### src/rtl/core/acc_pkg.sv
package acc_pkg;

  localparam int Q_W        = 15;
  localparam int FRAC_SHIFT = 28;
  localparam logic [Q_W-1:0] ONE_Q14 = 15'd16384;
  localparam logic [3:0] SQ_LAST = 4'd14;

  // product order of the final evaluation
  typedef enum logic [2:0] {
    SEL_N_SAB   = 3'd0,
    SEL_SA_SB   = 3'd1,
    SEL_N_SAA   = 3'd2,
    SEL_SA_SA   = 3'd3,
    SEL_N_SBB   = 3'd4,
    SEL_SB_SB   = 3'd5,
    SEL_VA_VB   = 3'd6,
    SEL_NUM_NUM = 3'd7
  } mul_sel_t;

  typedef struct packed {
    logic     acc_en;
    logic     clr;
    logic     mul_load;
    logic     mul_step;
    logic     mul_store;
    logic     sq_init;
    logic     sq_trial;
    logic     sq_update;
    logic     out_load;
    mul_sel_t sel;
  } acc_cmd_t;

endpackage

### src/rtl/core/acc_ctrl.sv
module acc_ctrl #(
  parameter int MAX_LAGS = 256
) (
  input  logic              clk,
  input  logic              rst_n,
  input  logic              in_valid,
  input  logic              in_last,
  output logic              in_ready,
  output logic              out_valid,
  input  logic              out_ready,
  output acc_pkg::acc_cmd_t cmd
);

  localparam int CW  = $clog2(MAX_LAGS + 1);
  localparam int MW  = 2 * CW + 30;
  localparam int CNW = $clog2(MW);

  typedef enum logic [7:0] {
    ST_ACC      = 8'b0000_0001,
    ST_MLOAD    = 8'b0000_0010,
    ST_MSTEP    = 8'b0000_0100,
    ST_MSTORE   = 8'b0000_1000,
    ST_SQ_INIT  = 8'b0001_0000,
    ST_SQ_TRIAL = 8'b0010_0000,
    ST_SQ_UPD   = 8'b0100_0000,
    ST_DONE     = 8'b1000_0000
  } state_t;

  state_t              state_r, state_nxt;
  acc_pkg::mul_sel_t   sel_r, sel_nxt;
  logic [CNW-1:0]      cnt_r, cnt_nxt;
  logic [3:0]          it_r, it_nxt;
  logic                out_valid_r, out_valid_nxt;
  logic                accept;

  assign in_ready  = (state_r == ST_ACC);
  assign out_valid = out_valid_r;
  assign accept    = in_valid && in_ready;

  always_comb begin
    state_nxt     = state_r;
    sel_nxt       = sel_r;
    cnt_nxt       = cnt_r;
    it_nxt        = it_r;
    cmd           = '0;
    cmd.sel       = sel_r;
    out_valid_nxt = (out_valid_r && out_ready) ? 1'b0 : out_valid_r;
    unique case (state_r)
      ST_ACC: begin
        cmd.acc_en = accept;
        if (accept && in_last) begin
          sel_nxt   = acc_pkg::SEL_N_SAB;
          state_nxt = ST_MLOAD;
        end
      end
      ST_MLOAD: begin
        cmd.mul_load = 1'b1;
        cnt_nxt      = '0;
        state_nxt    = ST_MSTEP;
      end
      ST_MSTEP: begin
        cmd.mul_step = 1'b1;
        cnt_nxt      = cnt_r + 1'b1;
        if (cnt_r == CNW'(MW - 1)) begin
          state_nxt = ST_MSTORE;
        end
      end
      ST_MSTORE: begin
        cmd.mul_store = 1'b1;
        if (sel_r == acc_pkg::SEL_NUM_NUM) begin
          state_nxt = ST_SQ_INIT;
        end else begin
          sel_nxt   = acc_pkg::mul_sel_t'(sel_r + 3'd1);
          state_nxt = ST_MLOAD;
        end
      end
      ST_SQ_INIT: begin
        cmd.sq_init = 1'b1;
        it_nxt      = '0;
        state_nxt   = ST_SQ_TRIAL;
      end
      ST_SQ_TRIAL: begin
        cmd.sq_trial = 1'b1;
        state_nxt    = ST_SQ_UPD;
      end
      ST_SQ_UPD: begin
        cmd.sq_update = 1'b1;
        it_nxt        = it_r + 4'd1;
        state_nxt     = (it_r == acc_pkg::SQ_LAST) ? ST_DONE : ST_SQ_TRIAL;
      end
      ST_DONE: begin
        // wait for the output register to free up
        if (!out_valid_r || out_ready) begin
          cmd.out_load  = 1'b1;
          cmd.clr       = 1'b1;
          out_valid_nxt = 1'b1;
          state_nxt     = ST_ACC;
        end
      end
      default: begin
        state_nxt = ST_ACC;
      end
    endcase
  end

  always_ff @(posedge clk) begin
    if (!rst_n) begin
      state_r     <= ST_ACC;
      sel_r       <= acc_pkg::SEL_N_SAB;
      cnt_r       <= '0;
      it_r        <= '0;
      out_valid_r <= 1'b0;
    end else begin
      state_r     <= state_nxt;
      sel_r       <= sel_nxt;
      cnt_r       <= cnt_nxt;
      it_r        <= it_nxt;
      out_valid_r <= out_valid_nxt;
    end
  end

endmodule

### config.mk
export PLATFORM = sky130hd
export DESIGN_NAME = acc_ctrl
export DESIGN_NICKNAME = d
export VERILOG_FILES = /design/src/rtl/core/acc_pkg.sv /design/src/rtl/core/acc_ctrl.sv
export SDC_FILE = /design/constraint.sdc
export NUM_CORES = 1
export LEC_CHECK = 0
export BUFFER_PORTS_ARGS = -buffer_cell sky130_fd_sc_hd__buf_4
export CORE_MARGIN = 2
export CORE_UTILIZATION = 55
export DETAILED_ROUTE_END_ITERATION = 10
export PLACE_DENSITY = 0.84
export SLEW_MARGIN = 20
export SYNTH_ARGS = -nofsm -noshare
export SYNTH_HDL_FRONTEND = slang
export SYNTH_SLANG_ARGS = --single-unit
### constraint.sdc
create_clock -name clk -period 2.35 [get_ports clk]
set_input_delay 0 -clock clk [delete_from_list [all_inputs] [get_ports clk]]
set_output_delay 0 -clock clk [all_outputs]
set_load 0.1 [all_outputs]
Word-level counts from Yosys, hierarchy flattened
Index checks and enable logic that the tools add are counted.
- $add $sub $neg: 3
- $mul: 0
- divide/modulo/power cells: 0
- $lt $le $gt $ge: 0
- equal/unequal tests: 15
- shift operators: 0
- multiplexer cells: 23
- bitwise gates (word level): 0
- reductions and logical operators: 10
- operator list (kind ; count):
    8-bit case mux with 8 select lines ; 1
    8-bit two-way mux ; 4
    1-bit two-way mux ; 12
    6-bit case mux with 2 select lines ; 1
    8-bit by 1-bit equality test with 1-bit output (second input constant) ; 1
    8-bit by 2-bit equality test with 1-bit output (second input constant) ; 1
    8-bit by 3-bit equality test with 1-bit output (second input constant) ; 1
    8-bit by 4-bit equality test with 1-bit output (second input constant) ; 1
    8-bit by 5-bit equality test with 1-bit output (second input constant) ; 1
    8-bit by 6-bit equality test with 1-bit output (second input constant) ; 1
    8-bit by 7-bit equality test with 1-bit output (second input constant) ; 1
    8-bit equality test (second input constant) ; 1
    4-bit case mux with 2 select lines ; 1
    6-bit by 1-bit adder with 6-bit output (second input constant) ; 1
    6-bit equality test (second input constant) ; 1
    3-bit two-way mux ; 2
    2-bit != test (second input constant) ; 3
    3-bit case mux with 2 select lines ; 1
    3-bit AND reduction ; 2
    2-bit nonzero test ; 3
    5-bit two-way mux ; 1
    4-bit by 1-bit adder with 4-bit output (second input constant) ; 1
    4-bit equality test (second input constant) ; 1
    3-bit by 1-bit adder with 3-bit output (second input constant) ; 1
    other kinds (5) ; 7
- register bits: 22
- latch bits: 0
- memory bits (writable): 0
- bits in read-only memories: 0
- output and inout port bits: 14
- word-level logic and storage cells: 56
- memories kept: 0

Logic depth before layout (Yosys ltp)
- word-level depth: 5
- gate-level depth with buffers: 8
- depth with buffers taken out: 7

Worst setup path after synthesis
No wires, ideal clock.
- path kind: reg-to-reg
- from: register state_r[4]
- to: register state_r[4]
- library setup time: 71 ps
- data arrival time: 3546 ps
- required time: 2279 ps
- setup slack: -1267 ps
- stages on the path, launching flop included: 6
- cell sequence: dfxtp_1 -> clkbuf_1 -> nor4_2 -> nand2_1 -> nor3b_1 -> and3_1
- longest elaborated chain between the ends: 5
- elaborated cells on any way between the ends: 15
- classes of those cells: eq/ne: 11; mux: 1; reduce/logical: 3
- RTL lines (what ; line ; text):
    start: declaration ; acc_ctrl.sv:29 ; state_t state_r, state_nxt;
    start signal: assignment ; acc_ctrl.sv:114 ; state_r <= state_nxt;
    8-bit by 1-bit equality test with 1-bit output ; acc_ctrl.sv:36, acc_ctrl.sv:48 ;
    1-bit logical AND ; acc_ctrl.sv:38 ; assign accept = in_valid && in_ready;
    1-bit logical AND ; acc_ctrl.sv:51 ; if (accept && in_last) begin
    2-bit by 1-bit != test with 1-bit output (no line) ; -- ;
    3-bit AND reduction (no line) ; -- ;
Several ways; a longest one is shown, not always the timed one.
A chain may end at the register's enable or synchronous reset.

==> results.yml <==
yosys:
  synth_cell_types: 47
  yosys_warnings: 0
  syn_area_um2: 1284
  synthCells: 159
  synth_ff_type: "dfxtp_1"
  synth_enable_flop_cells: 0
  ys_ff_latch: 22
  syn_avg_cell_area_um2: 8.074
  syn-num-nets: 169
  async_flop_share_pct: 0
  ys_seq_area_share_pct: 34.31
setup_path:
  path_cells: "or4_1, nor3_2, nand3b_1, nor2b_4, buf_4"
  crit_arrival_ns: 2.24
  slowest_delay_ns: 0.62
  critPathSlowestCell: "or4_1"
  worstReg2RegStart: "sel_r[0]"
  r2r-end: "sel_r[1]"
  rr_worst_depth: 7
  r2r_slack_ns: 0.35
  critPathKind: "register to output port"
  required_ns: 2.35
  critPathCaptureType: "output port"
  cp_max_fo: 13
  cp.buffers_inverters: 1
  crit_family: "simple AND/OR/NAND/NOR gates"
  worstSetupStartpointType: "register"
final_layout:
  fillCellCount: 206
  layout-area-overhead-vs-synth_pct: 15.50
  antenna-diode-count: 0
  nets: 184
  drive_above_1_share_pct: 21.39
route:
  wl_met3_um: 135
  initialDrtViolationCount: 41
  met2_length_um: 1488
  firstDrtPassIters: 4
  post_drt_via_cell_ratio: 6.134
  highest_layer: "met4"
  drc: 0
  wire_per_inst_um: 14.41
  drtAntennaViolNets: 0
  vias: 1233
  m1WireLength_um: 1250
  drt-total-wl_um: 2897
timing:
  skew_ns: 0.008935
  setup_viol: 0
  slew_viol_final: 0
  holdWs_ns: 0.01306
  fmax_mhz: 446.8
  setup_ws_ns: 0.1119
  post-route-period-util_pct: 95.24
  rsz0062_at_grt: "true"
  finalHoldViolations: 0
  finalCriticalPeriod_ns: 2.238
  max_slew_margin_pct: 63.90
  tightest_slew_ns: 0.5340
global_routing:
  globalRoute.totalOverflow: 0
  grt.total_usage_pct: 24.33
  antenna_found_initial: 0
  grt_first_pass_wirelength_um: 5085
  grt_pass1_vias: 1184
  grt_max_degree: 19
worst_hold_path:
  hold_depth: 3
  worstHoldStart: "out_ready"
  hold_path_class: "primary input to register"
  hold_end: "out_valid"
clock_network:
  cts_sinks: 22
  cts_buffers: 3
  clk_latency_ns: 0.32
  cts-root-buf: "clkbuf_4"
  clock_path_buffers: 2
  cts_tree: "done"
  htree_levels: 1
  clk_pin_slew_ns: 0.13
power_and_ir_drop:
  ir_drop_mv: 0.4767
  p_leak_nw: 0.6134
  power.density_nw_per_um2: 481.1
  p_total_uw: 713.4
placement:
  dp_hpwl_um: 2119
  gp_congestion: 0.8300
  pre_cts_ws_ns: 0.3727
  port-buffer-count: 18
die:
  start_util_pct: 58.03
  die_area_um2: 2736
  num_rows: 17
  core_um2: 2212
  die_w_um: 52.31
  die_h_um: 52.31
  io_pins: 19
status:
  status: "finished clean"
job:
  cap_violations: 0
worst max-delay path by stage:
stage               start         end  slack [ns]  depth (start not counted)
2_1_floorplan  state_r[4]  state_r[4]       -0.22                          5
3_3_place_gp   state_r[4]      cmd[3]        0.47                          5
3_5_place_dp     sel_r[0]    sel_r[1]        0.37                          7
4_1_cts        state_r[4]     cmd[10]        0.05                          5
5_1_grt        state_r[4]     cmd[10]       -0.04                          5
6_report       state_r[4]     cmd[10]        0.11                          5
cell type report:
type / instances / area, um^2 / share of cell area, %
Clock buffer: 4 / 36.28 / 2.447
Inverter: 7 / 26.28 / 1.772
Multi-Input combinational cell: 118 / 777.0 / 52.41
Sequential cell: 22 / 440.4 / 29.70
Tap cell: 28 / 35.03 / 2.363
Timing Repair Buffer: 22 / 167.7 / 11.31
registers in the layout, summed over array words and instances (netlist names):
signal	flops
state_r	8
cnt_r	6
it_r	4
sel_r	3
out_valid	1
report_power, final:
group / internal, mW / total [mW] / switching (mW)
clock network: 0.0949 / 0.219 / 0.124
logic: 0.0357 / 0.112 / 0.0764
registers: 0.376 / 0.382 / 0.00641
total: 0.507 / 0.713 / 0.207
cell usage after synthesis (all sizes together), types with 2 or more instances:
| cell | n | area share (%) |
|---|---|---|
| xor2 | 2 | 1.4 |
| or4 | 3 | 2.0 |
| a21oi | 12 | 4.7 |
| inv | 6 | 1.8 |
| o21ai | 5 | 1.9 |
| nor2 | 15 | 4.4 |
| nor4 | 2 | 1.5 |
| a22oi | 3 | 1.8 |
| nor4b | 2 | 1.4 |
| dfxtp | 22 | 34 |
| buf | 7 | 3.7 |
| o211ai | 2 | 1.2 |
| clkbuf | 5 | 1.5 |
| nand2b | 4 | 1.9 |
| and2 | 2 | 0.97 |
| nor2b | 2 | 0.97 |
| ha | 5 | 4.9 |
| nand3 | 10 | 3.9 |
| nor3 | 8 | 4.0 |
| a31oi | 5 | 2.4 |
| and3 | 3 | 1.5 |
| nand2 | 10 | 3.1 |
| nand4b | 2 | 1.4 |
| nor3b | 3 | 1.8 |
| nand3b | 4 | 2.3 |
metal layers:
| layer | track usage (%) | vias up |
|---|---|---|
| li1 | - | 606 |
| met1 | 29.45 | 586 |
| met2 | 44.79 | 39 |
| met3 | 2.857 | 2 |
| met4 | 6.410 | 0 |
| met5 | 0 | - |
worst register-to-register path, stage by stage, from the launching register on:
cell      delay (ns)
dfxtp_1         0.35
ha_1            0.22
ha_1            0.21
nor3b_1         0.19
o211ai_1        0.19
nor4b_1         0.52
a22oi_1         0.13
nor2_1          0.12
what timing repair did:
item,CTS,global route
hold buffers,1,0
resized for setup,0,2
setup endpoints to repair,0,3
setup buffers,0,0
endpoints found under the hold margin,5,0
cell usage in the layout, fill, tap and decap left out, types with 3 or more instances in the layout:
master    instances
dfxtp_1          22
buf_4            21
nor2_1           14
a21oi_1          12
nand3_1          10
nand2_1           9
inv_1             6
a31oi_1           5
o21ai_0           5
nor3_1            5
ha_1              5
nand3b_1          4
nand2b_1          4
a22oi_1           3
and3_1            3
clkbuf_4          3
logic make-up after synthesis:
| logic type | after synthesis | synth area share [%] |
|---|---|---|
| buf+inv | 19 | 7.212 |
| mux | 2 | 1.657 |
| simple gates | 75 | 34.02 |
| flops | 22 | 34.31 |
| compound gates | 34 | 16.57 |
| fa+ha+maj | 5 | 4.873 |
| xor+xnor | 2 | 1.365 |
through the flow:
| stage | instance area [um^2] | TNS [ns] | cells | utilization, % |
|---|---|---|---|---|
| floorplan | 1300 | -0.3164 | 159 | - |
| global placement | 1426 | 0 | 196 | 64.48 |
| detailed placement | 1426 | 0 | 196 | 64.48 |
| CTS | 1473 | 0 | 201 | 66.57 |
| global route | 1483 | -0.06770 | 201 | 67.02 |
| finish | 1483 | 0 | 201 | 67.02 |
(Power assumes the default switching activity.)
